### src/hw/rtl/lffa_ram.sv
// Generic single-write, single-read RAM with registered read data.
module lffa_ram #(
   parameter int WIDTH = 8,
   parameter int DEPTH = 16
) (
   input  logic                     clock,
   input  logic                     wr_en,
   input  logic [$clog2(DEPTH)-1:0] wr_addr,
   input  logic [WIDTH-1:0]         wr_data,
   input  logic                     rd_en,
   input  logic [$clog2(DEPTH)-1:0] rd_addr,
   output logic [WIDTH-1:0]         rd_data
);

   logic [WIDTH-1:0] mem_ff [DEPTH];
   logic [WIDTH-1:0] rd_data_ff;

   always_ff @(posedge clock) begin
      if (wr_en) begin
         mem_ff[wr_addr] <= wr_data;
      end
      if (rd_en) begin
         rd_data_ff <= mem_ff[rd_addr];
      end
   end

   assign rd_data = rd_data_ff;

endmodule

### config.mk
export PLATFORM = sky130hd
export DESIGN_NAME = lffa_ram
export DESIGN_NICKNAME = d
export VERILOG_FILES = /design/src/hw/rtl/lffa_ram.sv
export SDC_FILE = /design/constraint.sdc
export NUM_CORES = 1
export LEC_CHECK = 0
export ABC_AREA = 1
export BUFFER_PORTS_ARGS = -buffer_cell sky130_fd_sc_hd__clkbuf_2
export CORE_UTILIZATION = 47
export DETAILED_ROUTE_END_ITERATION = 10
export SETUP_SLACK_MARGIN = 0.02
export SYNTH_ARGS = -nofsm -noshare
export SYNTH_HDL_FRONTEND = slang
export SYNTH_SLANG_ARGS = --single-unit
### constraint.sdc
create_clock -name clock -period 1.4 [get_ports clock]
set_input_delay 0.07 -clock clock [delete_from_list [all_inputs] [get_ports clock]]
set_output_delay 0.07 -clock clock [all_outputs]
set_load 0.02 [all_outputs]
* Yosys cells after proc, flatten, opt, wreduce, memory -nomap -nowiden
Memory sizes are Yosys's and may differ from the RTL's. A register that Yosys moved wholly into a read port is not among the register bits.
Index checks and enable logic that the tools add are counted.
** Word-level totals
- Memories kept :: 1
- Memory bits (writable) :: 128
- Flip-flop bits (word level) :: 0
- Input bits :: 19
** Memories
- mem_ff :: depth 16, bits a word 8, read ports 1, clocked after Yosys merged registers in 1, write ports 1, RTL line 15 : logic [WIDTH-1:0] mem_ff [DEPTH];
** Operators by class
- Muxes and demuxes :: 2
** Operators by type and width (count)
- 1-bit two-way mux :: 2

* Depth between registers and ports, before layout
- Depth after elaboration :: 2
- Mapped depth :: 8
- Mapped depth without buffers :: 7

* Least setup slack after synthesis
No wires, ideal clock.
- Kind :: input to register
- From :: input port wr_addr[2]
- To :: memory mem_ff[10][0] (enable)
- Stages on the path :: 2
- Setup slack :: 0.379 ns
- Arrival time :: 0.651 ns
- Path buffers :: 0
- Cell sequence :: nand3b_1 > nor2_1
** RTL lines
- start, declared :: RTL line 8 : input logic [$clog2(DEPTH)-1:0] wr_addr,
- end, declared :: RTL line 15
No word-level cell before the write port.

==> flow_metrics.tcl <==
set metrics [dict create \
    routabilityCongestion 0.817 \
    routed.top_layer "met4" \
    fmaxAchievable_ghz 0.851 \
    syn-num-nets 570 \
    p_per_area_nw_per_um2 1320 \
    design_area_um2 6720 \
    power_frac_seq_pct 52.2 \
    postPlaceCellArea_um2 6240 \
    antenna_found_initial 0 \
    finalClockSkew_ps 11.8 \
    fillCellCount 1061 \
    drt_pass1_iterations 5 \
    cts_max_level 4 \
    postCtsSetupBuffers 0 \
    holdPathEnd "rd_data[7]" \
    swShare_pct 21.7 \
    maxCapViolations 0 \
    cts_resized 0 \
    ys_seq_area_share_pct 69.8 \
    final_cells 772 \
    clockBufferDepth 2 \
    grt_max_degree 50 \
    worstSetupEndpointType "flop" \
    min_from "rd_en" \
    final_cell_mix "nand2_1, edfxtp_1, inv_1, nand3_1, clkbuf_2" \
    place_ws_ps 81.3 \
    ys_ff_latch 136 \
    synth.avg_cell_area_um2 10.6 \
    die_y_um 114 \
    rsz0062_at_grt "false" \
    finalCritPeriodShare_pct 83.9 \
    final_antenna_net_count 0 \
    dr.first_iter.drc_count 248 \
    p_int_uw 6930 \
    r2r-start "mem_ff[5][2]" \
    hold_buffers 0 \
    min_period_ps 1180 \
    cts.clk_slew.worst_paths_ps 50 \
    clock-root-buffer "clkbuf_16" \
    vias_per_cell 4.95 \
    grt_overflow 0 \
    area_delta_synth_final_pct 14.9 \
    grt_pass1_wl_um 20400 \
    r2r_end "rd_data[2]" \
    power_uw 8850 \
    path_class "flop to flop" \
    ir_drop_v 0.000594 \
    min_path_type "input port to flop" \
    wl_um 13200 \
    insertion_delay_ps 410 \
    pwr-share-comb_pct 6.7 \
    nNetsFinal 614 \
    final-hold-violation-count 0 \
    status "finished clean" \
    p_leak_uw 0.00291 \
    grt_use_total_pct 22.1 \
    grt_pass1_vias 3731 \
    yosysTopAreaCell "edfxtp_1" \
    dp_hpwl_um 8390 \
    synth_area_um2 5850 \
    wl_met1_um 5730 \
    cts_inserted_buffers 17 \
    rows 40 \
    cp.required_ps 1560 \
    relSlewSlack_pct 61.1 \
    r2r_setup_slack_ps 220 \
    r2r_cells 6 \
    path_max_fanout 1 \
    min_path_cells 1 \
    n_antenna_cell 0 \
    slew_violations 0 \
    worst_pin_slew_ps 583 \
    dieArea_um2 12900 \
    finalWorstSetupSlack_ps 225 \
    synth.distinct_cells 11 \
    setup_viol 0 \
    core_area_um2 12100 \
    start_util_pct 48.5 \
    num_vias 3819 \
    wl_per_cell_um 17.0 \
    fin_tns_setup_ps 0 \
    io_buffers 26 \
    cts.sinks 136 \
    crit_start "mem_ff[5][2]" \
    final_common_cell "nand2_1" \
    drive_gt1_share_pct 11.9 \
    wl_met2_um 6650 \
    dp_cells 744 \
    cts_tree "done" \
    start_kind "flop" \
    synth_top_area_share_pct 69.8 \
    crit_arrival_ps 1330 \
    die_w_um 114 \
    switching_power_uw 1920 \
    met3_wirelength_um 586 \
    syn_inst 551 \
    synth.area.top_cells "edfxtp_1, nand2_1, nand3_1, inv_1, buf_6" \
    drc 0 \
    io_pins 27 \
    ys.warnings.count 0 \
    p_clk_share_pct 41.1 \
]
kinds of logic (layout without fill, tap and decap cells):
kind of cell / after synthesis / after routing / synth area share [%]
and+or+nand+nor: 289 / 289 / 20.8
DFF: 136 / 136 / 69.8
buffers and inverters: 126 / 179 / 9.39
layout make-up:
type	count	area (µm²)	area share, %
clock buffer	19	433	6.45
clock inverter	9	38.8	0.578
inverter	102	383	5.70
multi-input combinational	289	1210	18.1
sequential	136	4080	60.8
tap	168	210	3.13
timing repair buffer	49	353	5.25
worst max-delay path, cell delays in order (launching register included):
cell and delay [ps]:
edfxtp_1 370, inv_1 70, nand2_1 50, nand3_1 90, nand3_1 140, nand3_1 150
nand2_1 70
power by group through the flow:
| stage | clock (µW) | combinational [µW] | sequential [µW] |
|---|---|---|---|
| final | 3640 | 590 | 4620 |
| after detailed placement | 0 | 594 | 4700 |
| after CTS | 3680 | 597 | 4620 |
| after global placement | 0 | 586 | 4700 |
| after global routing | 3840 | 651 | 4620 |
| after floorplan | 0 | 322 | 4720 |
worst max-delay path by stage:
stage | to | slack, ps
floorplan | mem_ff[10][0] | 380
global placement | rd_data[2] | 120
detailed placement | rd_data[7] | 80
CTS | rd_data[2] | 230
global route | rd_data[2] | 150
finish | rd_data[2] | 220
metal layers:
metal / GRT usage (%) / vias to the layer above
li1: - / 1863
met5: 0 / -
met4: 9.21 / 0
met2: 37.4 / 107
met3: 3.51 / 12
met1: 28.5 / 1837
cell usage after synthesis:
cell type and instances:
nand2_1 173, edfxtp_1 136, inv_1 100, nand3_1 97, nor2_1 17, buf_2 13, buf_6 6, buf_4 4
inv_2 2, nand3b_1 2, buf_1 1
sequential cells by signal, summed over array words and instances (netlist names):
signal,flops
rd_data,8
mem_ff,128
per-stage QoR:
step / util [%] / hold WS, ps
after floorplan: - / 169
after global placement: 51.8 / 484
after detailed placement: 51.8 / 481
after CTS: 55.7 / 58.5
after global routing: 55.7 / 62.2
final: 55.7 / 71.3
Power figures use the tool's default switching activity.
