## config.mk

```make
export PLATFORM = sky130hd
export DESIGN_NAME = lffa_scan_unit
export DESIGN_NICKNAME = d
export VERILOG_FILES = /design/src/hw/rtl/lffa_pkg.sv /design/src/hw/rtl/lffa_scan_unit.sv
export SDC_FILE = /design/constraint.sdc
export NUM_CORES = 1
export LEC_CHECK = 0
export BUFFER_PORTS_ARGS = -buffer_cell sky130_fd_sc_hd__clkbuf_2
export CAP_MARGIN = 20
export CORE_UTILIZATION = 48
export DETAILED_ROUTE_END_ITERATION = 7
export PLACE_DENSITY = 0.89
export RECOVER_POWER = 50
export SYNTH_ARGS = -nofsm -noshare
export SYNTH_HDL_FRONTEND = slang
export SYNTH_SLANG_ARGS = --single-unit
```

## constraint.sdc

```tcl
create_clock -name vclk -period 3.8
set_clock_uncertainty 0.2 [all_clocks]
set_input_delay 0.57 -clock vclk [all_inputs]
set_output_delay 0.57 -clock vclk [all_outputs]
set_load 0.05 [all_outputs]
```

## src/hw/rtl/lffa_pkg.sv

```systemverilog
// Shared types, codes and default sizes of the liveness first-fit allocator.
package lffa_pkg;

   localparam int DEF_MAX_ENTRIES = 64;
   localparam int DEF_ADDR_BITS   = 32;
   localparam int DEF_STEP_BITS   = 16;

   // Fixed widths of the request and response ports.
   localparam int STEP_PORT_BITS  = 16;
   localparam int BYTES_PORT_BITS = 32;
   localparam int OUT_ADDR_BITS   = 32;
   localparam int STATUS_BITS     = 2;

   typedef enum logic [STATUS_BITS-1:0] {
      STATUS_PLACED,
      STATUS_FULL,
      STATUS_OVERFLOW
   } status_type;

   typedef enum logic [2:0] {
      ST_IDLE,
      ST_SCAN,
      ST_PLACE,
      ST_INSERT,
      ST_RESPOND
   } state_type;

   // Verdict of the compare unit on one table entry.
   typedef struct packed {
      logic relevant;   // live intervals overlap
      logic stop;       // candidate range does not collide with the entry
      logic above;      // entry starts above the candidate
      logic end_ok;     // candidate end stays inside the address range
   } scan_flags_type;

endpackage

```

## src/hw/rtl/lffa_scan_unit.sv

```systemverilog
// Shared compare and add unit: judges one table entry against the candidate.
module lffa_scan_unit #(
   parameter int ADDR_BITS = lffa_pkg::DEF_ADDR_BITS,
   parameter int STEP_BITS = lffa_pkg::DEF_STEP_BITS,
   parameter int SUM_BITS  = lffa_pkg::DEF_ADDR_BITS + 1
) (
   input  logic [ADDR_BITS-1:0]                 ent_start,
   input  logic [ADDR_BITS-1:0]                 ent_end,
   input  logic [STEP_BITS-1:0]                 ent_first,
   input  logic [STEP_BITS-1:0]                 ent_final,
   input  logic [STEP_BITS-1:0]                 req_first,
   input  logic [STEP_BITS-1:0]                 req_final,
   input  logic [lffa_pkg::BYTES_PORT_BITS-1:0] req_bytes,
   input  logic [ADDR_BITS-1:0]                 cand,
   input  logic [SUM_BITS-1:0]                  cand_sum,
   output logic [SUM_BITS-1:0]                  next_sum,
   output lffa_pkg::scan_flags_type             flags
);
   import lffa_pkg::*;

   localparam logic [SUM_BITS-1:0] ADDR_MAX = SUM_BITS'({ADDR_BITS{1'b1}});

   logic end_ok;

   always_comb begin
      end_ok         = (cand_sum <= ADDR_MAX);
      flags.end_ok   = end_ok;
      flags.relevant = (ent_first <= req_final) && (req_first <= ent_final);
      flags.stop     = (ent_end <= cand) || (end_ok && (cand_sum <= SUM_BITS'(ent_start)));
      flags.above    = (ent_start > cand);
      // candidate end if the candidate moves past this entry
      next_sum       = SUM_BITS'(ent_end) + SUM_BITS'(req_bytes);
   end

endmodule

```

* Yosys cells after proc, flatten, opt, wreduce, memory -nomap -nowiden
Index checks and enable logic that the tools add are counted.
** Storage, ports and cells
- Flip-flop bits (word level) :: 0
- Output and inout port bits :: 37
- Logic and storage cells :: 10
** Cells by class
- $add $sub $neg :: 1
- $lt $le $gt $ge :: 6
- Reduce and logical (&&, ||, !) cells :: 3
** Operators by type and width (number)
- $add A32 B32 Y33 :: 1
- $le A33 B32 Y1 :: 1
- $le A33 B32 Y1 const B :: 1
- $gt A32 B32 Y1 :: 1
- $le A16 B16 Y1 :: 2
- $le A32 B32 Y1 :: 1
- $logic_and A1 B1 Y1 :: 2
- $logic_or A1 B1 Y1 :: 1

* Logic depth before layout (Yosys ltp)
Gate-level depths: netlist of the first run.
- Word-level depth :: 3
- Gate-level depth with buffers :: 9
- Gate-level depth less buffers :: 9

* Worst setup path before layout of the first run
No wires, ideal clock.
- Path kind :: input to output
- Start :: input ent_end[0]
- End :: output next_sum[26]
- Arrival time :: 3153 ps
- Path slack :: -123 ps
- Stages :: 9
- Path buffers :: 0
- Cells stage by stage :: ha_1 > fa_1 > a211oi_1 > o21ai_2 > a31oi_4 > o21ai_4 > a311oi_2 > o311ai_2 > xor2_1
** On the way
- Word-level cells in the longest chain between the ends :: 1
** Ends and longest elaborated chain
- from (decl) :: RTL line lffa_scan_unit.sv:8 : input logic [ADDR_BITS-1:0] ent_end,
- $add A32 B32 Y33 :: RTL line lffa_scan_unit.sv:32 : next_sum = SUM_BITS'(ent_end) + SUM_BITS'(req_bytes);
- to (decl) :: RTL line lffa_scan_unit.sv:16 : output logic [SUM_BITS-1:0] next_sum,
No other way between the ends.

* Worst setup path after layout of the first run
Ends and elaborated chain as after synthesis.

==> flow_summary.yaml, run 1 <==
run_status:
  status: "finished clean"
synth:
  yosysWarnings: 0
  syn_area_um2: 4780
  seq_area_frac_synth_pct: 0
  synth_cell_types: 59
  syn_nets: 1023
  synth.avg_cell_area_um2: 7.51
  synthCells: 637
place:
  finalWeightedCongestion: 0.923
  pre_cts_slack_ns: 0.0484
  hpwl_um: 14200
  numPortBuffers: 262
  post-place-cells: 1029
sta:
  hold_viol_final: 0
  slew_headroom_pct: 57.0
  fmax_mhz: 270
  finalCriticalPeriod_ns: 3.70
  fin_ws_ns: 0.0986
  tightest_slew_ns: 0.629
  fin_crit_sh_pct: 97.4
  setup_viol: 0
  slew_viol_final: 0
  timing.hold.ws_ns: 1.38
layout:
  fin_cells: 1029
  drive_gt1_share_pct: 29.7
  final_cell_mix: "clkbuf_2 (243), ha_1 (160), inv_1 (106), a21oi_1 (58), a21o_1 (43)"
  seq_cell_count: 0
  nClkBuffers: 0
  n_antenna_cell: 0
  register_area_um2: 0
  nNetsFinal: 1284
  final_common_cell: "clkbuf_2"
  areaGrowthSynthToFinish_pct: 31.7
setup_path:
  path_cells: "clkbuf_2, ha_1, fa_1, a211oi_2, o21ai_2, a31oi_4, o21ai_4, a311oi_2, o311ai_2, xor2_2, buf_12"
  required_ns: 3.03
  start_kind: "input pin"
  critPathKind: "input pin to output pin"
  crit_path_top_delay_cell: "fa_1"
  critPathCaptureType: "output pin"
  cp_max_fo: 4
  crit_arrival_ns: 2.93
  slowest_delay_ns: 0.42
die:
  row_count: 36
  die_area_um2: 10400
  die_x_um: 102
  start_util_pct: 49.2
  ios: 262
  core_um2: 9730
  chipHeight_um: 102
global_route:
  grtUsageMet2_pct: 50.5
  grtUsageTotal_pct: 27.7
  grt_busiest_layer: "met2"
  met1_usage_pct: 34.7
  use_met3_pct: 4.10
  grt_pass1_wl_um: 23100
  grt_pass1_vias: 5106
  grt-ovfl-total: 0
  grt_max_degree: 10
  antenna_found_initial: 0
pwr:
  total_power_mw: 1.14
  ir_drop_uv: 211
  power.density_nw_per_um2: 181
  leakage_nw: 3.82
hold_path:
  holdPathEnd: "flags[0]"
  hold_path_class: "input pin to output pin"
  worstHoldStart: "cand_sum[32]"
  hold_depth: 3
flow_run:
  max-cap-violations: 0
drt:
  firstDrtPassIters: 5
  viasPerCell: 5.50
  wl_per_cell_um: 14.9
  drtIter0Drc: 185
  routed_wirelength_um: 15300
  drtAntennaViolNets: 0
  drc: 0
  vias: 5660
clocking:
  postCtsHoldBufs: 0
-- metal layers --
layer	vias up	wire length, µm
li1	2880	-
met1	2520	6610
met2	234	7360
met3	26	1050
met4	0	299
met5	-	0
-- synth_stat cells (all sizes together) (8+ instances only) --
library cell / count / share of area [%]
nor2: 21 / 1.6
nor3: 8 / 0.94
a21o: 43 / 6.7
inv: 106 / 8.3
nand2: 34 / 2.7
o21ai: 33 / 3.8
ha: 160 / 42
a21oi: 59 / 6.3
xor2: 12 / 2.2
a211oi: 9 / 1.4
xnor2: 15 / 2.7
nand4: 29 / 3.8
nand3: 9 / 0.94
nor2b: 9 / 1.2
-- report_power, final --
part | leakage (nW) | internal [mW] | switching, mW
combinational | 3.82 | 0.419 | 0.724
sequential | 0 | 0 | 0
clock | 0 | 0 | 0
-- metrics by stage --
| step | area (µm²) | util [%] | setup TNS (ns) |
|---|---|---|---|
| 2_1_floorplan | 4810 | - | 0 |
| 3_3_place_gp | 6300 | 64.8 | 0 |
| 3_5_place_dp | 6300 | 64.8 | 0 |
| 4_1_cts | 6300 | 64.8 | 0 |
| 5_1_grt | 6300 | 64.8 | -0.0415 |
| 6_report | 6300 | 64.8 | 0 |
-- critical path, delay by kind of cell --
family / cells / cell delay [ns]
AO/OA/AOI/OAI: 6 / 1.25
adder cells (fa/ha/maj): 2 / 0.65
buffers and inverters: 2 / 0.25
XOR/XNOR: 1 / 0.20
-- area by class of cell --
| type | instances | area, µm² |
|---|---|---|
| multi-input combinational | 526 | 4400 |
| timing repair buffer | 264 | 1340 |
| tap | 133 | 166 |
| fill | 876 | 3430 |
| inverter | 106 | 398 |
-- repair_timing --
item | CTS | global route
setup buffers | 0 | 0
gates resized for setup | 0 | 4
setup endpoints to repair | 0 | 10
-- cells by family (layout without fill, tap and decap cells) --
kind of cell	count (synthesis)	after routing	synth area share (%)
XOR/XNOR	27	27	4.94
AO/OA/AOI/OAI	202	202	29.1
AND/OR/NAND/NOR	135	135	14.7
multiplexers	1	1	0.209
buffers and inverters	111	370	8.84
adder cells (fa/ha/maj)	161	161	42.3
-- worst max path at each step --
stage / depth (start not counted) / endpoint / start / slack, ns
6_report: 11 / next_sum[26] / ent_end[0] / 0.1
3_5_place_dp: 11 / next_sum[28] / ent_end[0] / 0.05
2_1_floorplan: 9 / next_sum[26] / ent_end[0] / 0.13
4_1_cts: 11 / next_sum[28] / ent_end[0] / 0.03
5_1_grt: 10 / next_sum[31] / ent_end[17] / -0.04
3_3_place_gp: 11 / next_sum[28] / ent_end[0] / 0.08
(Power assumes the default switching activity.)
==> run 2: changes to the inputs <==
BUFFER_PORTS_ARGS = -buffer_cell sky130_fd_sc_hd__buf_2   (was -buffer_cell sky130_fd_sc_hd__clkbuf_2)
PLACE_DENSITY = 0.85   (was 0.89)
RECOVER_POWER = 100   (was 50)
==> run 2 against run 1 <==
Net effect: first-iteration DRC count down 49%; hold slack worse by 0.0092 ns; via count down 0.69%; fmax up 0.31%; largest cell class unchanged.
==> flow_summary.yaml, run 2 (same netlist as run 1, synthesis figures left out) <==
drt:
  firstDrtPassIters: 5
  drtIter0Drc: 95
  drtAntennaViolNets: 0
  wl_per_cell_um: 14.5
  drc: 0
  vias: 5621
  viasPerCell: 5.44
  routed_wirelength_um: 15000
die:
  core_um2: 9730
  die_area_um2: 10400
  ios: 262
  start_util_pct: 49.2
  die_x_um: 102
  chipHeight_um: 102
  row_count: 36
sta:
  slew_headroom_pct: 58.8
  rsz0062_at_grt: "false"
  timing.hold.ws_ns: 1.37
  slew_viol_final: 0
  fin_ws_ns: 0.110
  fin_crit_sh_pct: 97.1
  setup_viol: 0
  fin_tns_setup_ns: 0
  tightest_slew_ns: 0.621
  finalCriticalPeriod_ns: 3.69
  fmax_mhz: 271
  hold_viol_final: 0
place:
  hpwl_um: 13900
  post_dp_cell_area_um2: 6310
  finalWeightedCongestion: 0.925
  pre_cts_slack_ns: -0.0102
  numPortBuffers: 262
  post-place-cells: 1034
layout:
  n_antenna_cell: 0
  nNetsFinal: 1289
  final_common_cell: "buf_2"
  final_cell_mix: "buf_2 (228), ha_1 (160), inv_1 (106), a21oi_1 (58), a21o_1 (43)"
  register_area_um2: 0
  nClkBuffers: 0
  drive_gt1_share_pct: 30.0
  final_util_pct: 65.0
  stdcell_area_um2: 6330
  nFillCells: 877
  seq_cell_count: 0
  areaGrowthSynthToFinish_pct: 32.2
  fin_cells: 1034
pwr:
  power.density_nw_per_um2: 178
  leakage_nw: 3.79
  clock_power_share_pct: 0
  power_frac_comb_pct: 100.0
  power.switching_uw: 717
  p_int_uw: 412
  ir_drop_uv: 191
  seqPwrFrac_pct: 0
  total_power_mw: 1.13
  p_sw_share_pct: 63.5
global_route:
  grt_max_degree: 10
  grt-ovfl-total: 0
  grt_pass1_wl_um: 23000
  grtUsageTotal_pct: 27.4
  grt_pass1_vias: 5329
  antenna_found_initial: 0
clocking:
  post_cts_buffers: 0
setup_path:
  crit_arrival_ns: 2.92
  critPathKind: "input pin to output pin"
  required_ns: 3.03
  critPathCaptureType: "output pin"
  start_kind: "input pin"
  cp_max_fo: 4
run_status:
  status: "finished clean"
hold_path:
  hold_depth: 3
  worstHoldStart: "cand_sum[32]"
  hold_path_class: "input pin to output pin"
  holdPathEnd: "flags[0]"
flow_run:
  max-cap-violations: 0
-- run 2: cell types whose count changed in the layout (fill, tap and decap cells not counted), moves of 2 or more --
cell / previous run / this run
clkbuf_2: 243 / 13
buf_2: 0 / 228
buf_4: 2 / 6
clkbuf_4: 0 / 4
buf_12: 2 / 0
-- run 2: worst max-delay path by stage --
stage / slack (ns) / end / startpoint / cells after the start
global placement: 0.04 / next_sum[26] / ent_end[0] / 11
detailed placement: -0.01 / next_sum[26] / ent_end[0] / 11
CTS: 0.04 / next_sum[26] / ent_end[0] / 11
global route: 0.01 / next_sum[26] / ent_end[0] / 11
floorplan: 0.13 / next_sum[26] / ent_end[0] / 9
finish: 0.11 / next_sum[26] / ent_end[0] / 11
-- run 2: repair_timing --
action / 4_1_cts / 5_1_grt
endpoints found under the setup margin: 1 / 9
resized for setup: 1 / 7
hold buffers: 0 / 0
-- run 2: power by group through the flow --
stage	logic (mW)	registers, mW	clock network (mW)
2_1_floorplan	0.791	0	0
3_3_place_gp	1.10	0	0
3_5_place_dp	1.12	0	0
4_1_cts	1.13	0	0
5_1_grt	1.24	0	0
6_report	1.13	0	0
-- run 2: layout make-up --
type	instances	area, µm²	area share (%)
inverter	106	398	6.29
multi-input combinational	526	4410	69.8
tap	133	166	2.63
timing repair buffer	269	1350	21.3
-- run 2: worst max-delay path, cell delays in order --
cell	delay (ns)
buf_2	0.11
ha_1	0.21
fa_1	0.41
a211oi_2	0.26
o21ai_2	0.10
a31oi_4	0.27
o21ai_4	0.13
a311oi_4	0.34
o311ai_2	0.14
xor2_2	0.16
buf_4	0.20
-- run 2: metal layers --
metal | GRT usage [%] | vias to the layer above | share of wire (%)
li1 | - | 2882 | -
met1 | 31.0 | 2477 | 41
met2 | 52.4 | 221 | 48
met3 | 4.24 | 41 | 7.4
met4 | 8.24 | 0 | 3.2
met5 | 0 | - | 0
==> run 3: changes to the inputs <==
BUFFER_PORTS_ARGS = -buffer_cell sky130_fd_sc_hd__buf_4   (was -buffer_cell sky130_fd_sc_hd__buf_2)
==> run 3 against run 2 <==
Net effect: non-clock buffer count down 4; cell count shrank 0.39%; combinational power rose by 8%; critical path type unchanged; first-iteration DRC count increased by 100%; global-route usage grew 3.3 points; final area rose by 8.9%.
==> flow_summary.yaml, run 3 (same netlist as run 1, synthesis figures left out) <==
sta:
  tightest_slew_ns: 0.717
  setup_viol: 0
  fin_tns_setup_ns: 0
  rsz0062_at_grt: "false"
  finalCriticalPeriod_ns: 3.66
  slew_headroom_pct: 50.9
  fmax_mhz: 273
  hold_viol_final: 0
  slew_viol_final: 0
  fin_crit_sh_pct: 96.4
layout:
  areaGrowthSynthToFinish_pct: 44.0
  nNetsFinal: 1285
  n_antenna_cell: 0
  final_util_pct: 70.8
  nClkBuffers: 0
  final_common_cell: "buf_4"
  final_cell_mix: "buf_4 (240), ha_1 (160), inv_1 (106), a21oi_1 (58), a21o_1 (43)"
  seq_cell_count: 0
  register_area_um2: 0
  drive_gt1_share_pct: 30.1
die:
  row_count: 36
  ios: 262
  start_util_pct: 49.2
  core_um2: 9730
  die_area_um2: 10400
  chipHeight_um: 102
  die_x_um: 102
hold_path:
  worstHoldStart: "cand_sum[32]"
  hold_path_class: "input pin to output pin"
place:
  hpwl_um: 15500
  numPortBuffers: 262
  finalWeightedCongestion: 0.877
drt:
  drc: 0
  viasPerCell: 5.61
  routed_wirelength_um: 16800
  vias: 5775
  wl_per_cell_um: 16.3
  drtAntennaViolNets: 0
  drtIter0Drc: 193
  firstDrtPassIters: 7
global_route:
  antenna_found_initial: 0
  grt_pass1_vias: 5634
  grt-ovfl-total: 0
  grt_pass1_wl_um: 25500
  grt_max_degree: 10
  grtUsageTotal_pct: 30.7
pwr:
  total_power_mw: 1.22
  power.density_nw_per_um2: 177
  ir_drop_uv: 246
  leakage_nw: 3.98
run_status:
  status: "finished clean"
setup_path:
  critPathKind: "input pin to output pin"
  crit_end: "next_sum[22]"
  start_kind: "input pin"
  crit_start: "ent_end[0]"
  critPathCaptureType: "output pin"
  required_ns: 3.03
  cp_max_fo: 4
  crit_arrival_ns: 2.89
clocking:
  postCtsHoldBufs: 0
flow_run:
  max-cap-violations: 0
[run 3: cell types whose count changed in the layout (fill, tap and decap cells not counted), sizes merged]
cell / delta
clkbuf: -12
buf: +8
[run 3: how the worst min path moves through the flow]
stage | end | cells after the start
finish | flags[0] | 3
global route | flags[0] | 3
CTS | flags[0] | 3
detailed placement | flags[0] | 3
global placement | flags[0] | 3
floorplan | flags[0] | 2
[run 3: metrics by stage]
stage | instance area (µm²) | cells | hold slack [ns] | worst slack, ns
floorplan | 4810 | 637 | 1.13 | 0.128
global placement | 6930 | 1029 | 1.25 | 0.0564
detailed placement | 6930 | 1029 | 1.25 | 0.0158
CTS | 6930 | 1029 | 1.25 | 0.0147
global route | 6890 | 1030 | 1.38 | 0.0245
finish | 6890 | 1030 | 1.35 | 0.136
[run 3: final cells by class]
cell class | instances | area (µm²)
Tap cell | 133 | 166
Multi-Input combinational cell | 526 | 4410
Fill cell | 836 | 2840
Timing Repair Buffer | 265 | 1910
Inverter | 106 | 398
[run 3: worst max-delay path, stage by stage]
cell and delay (ns):
buf_4 0.11, ha_1 0.23, fa_2 0.38, a211oi_2 0.25
o21ai_2 0.10, a31oi_4 0.23, o21ai_4 0.12, a311oi_4 0.37
buf_4 0.17, xnor2_1 0.12, buf_4 0.23
[run 3: timing repair]
item / CTS / global route
setup buffers: 0 / 1
setup endpoints to repair: 0 / 6
resized for setup: 0 / 5
[run 3: report_power, final]
group / switching [mW] / internal, mW / total [mW]
sequential: 0 / 0 / 0
combinational: 0.731 / 0.492 / 1.22
clock: 0 / 0 / 0
total: 0.731 / 0.492 / 1.22
[run 3: routing by layer]
metal	up-vias	GRT usage [%]	share of wire, %
met3	28	6.57	9.0
li1	2882	-	-
met5	-	0	0
met4	0	7.14	1.7
met2	256	58.7	50
met1	2609	34.6	39
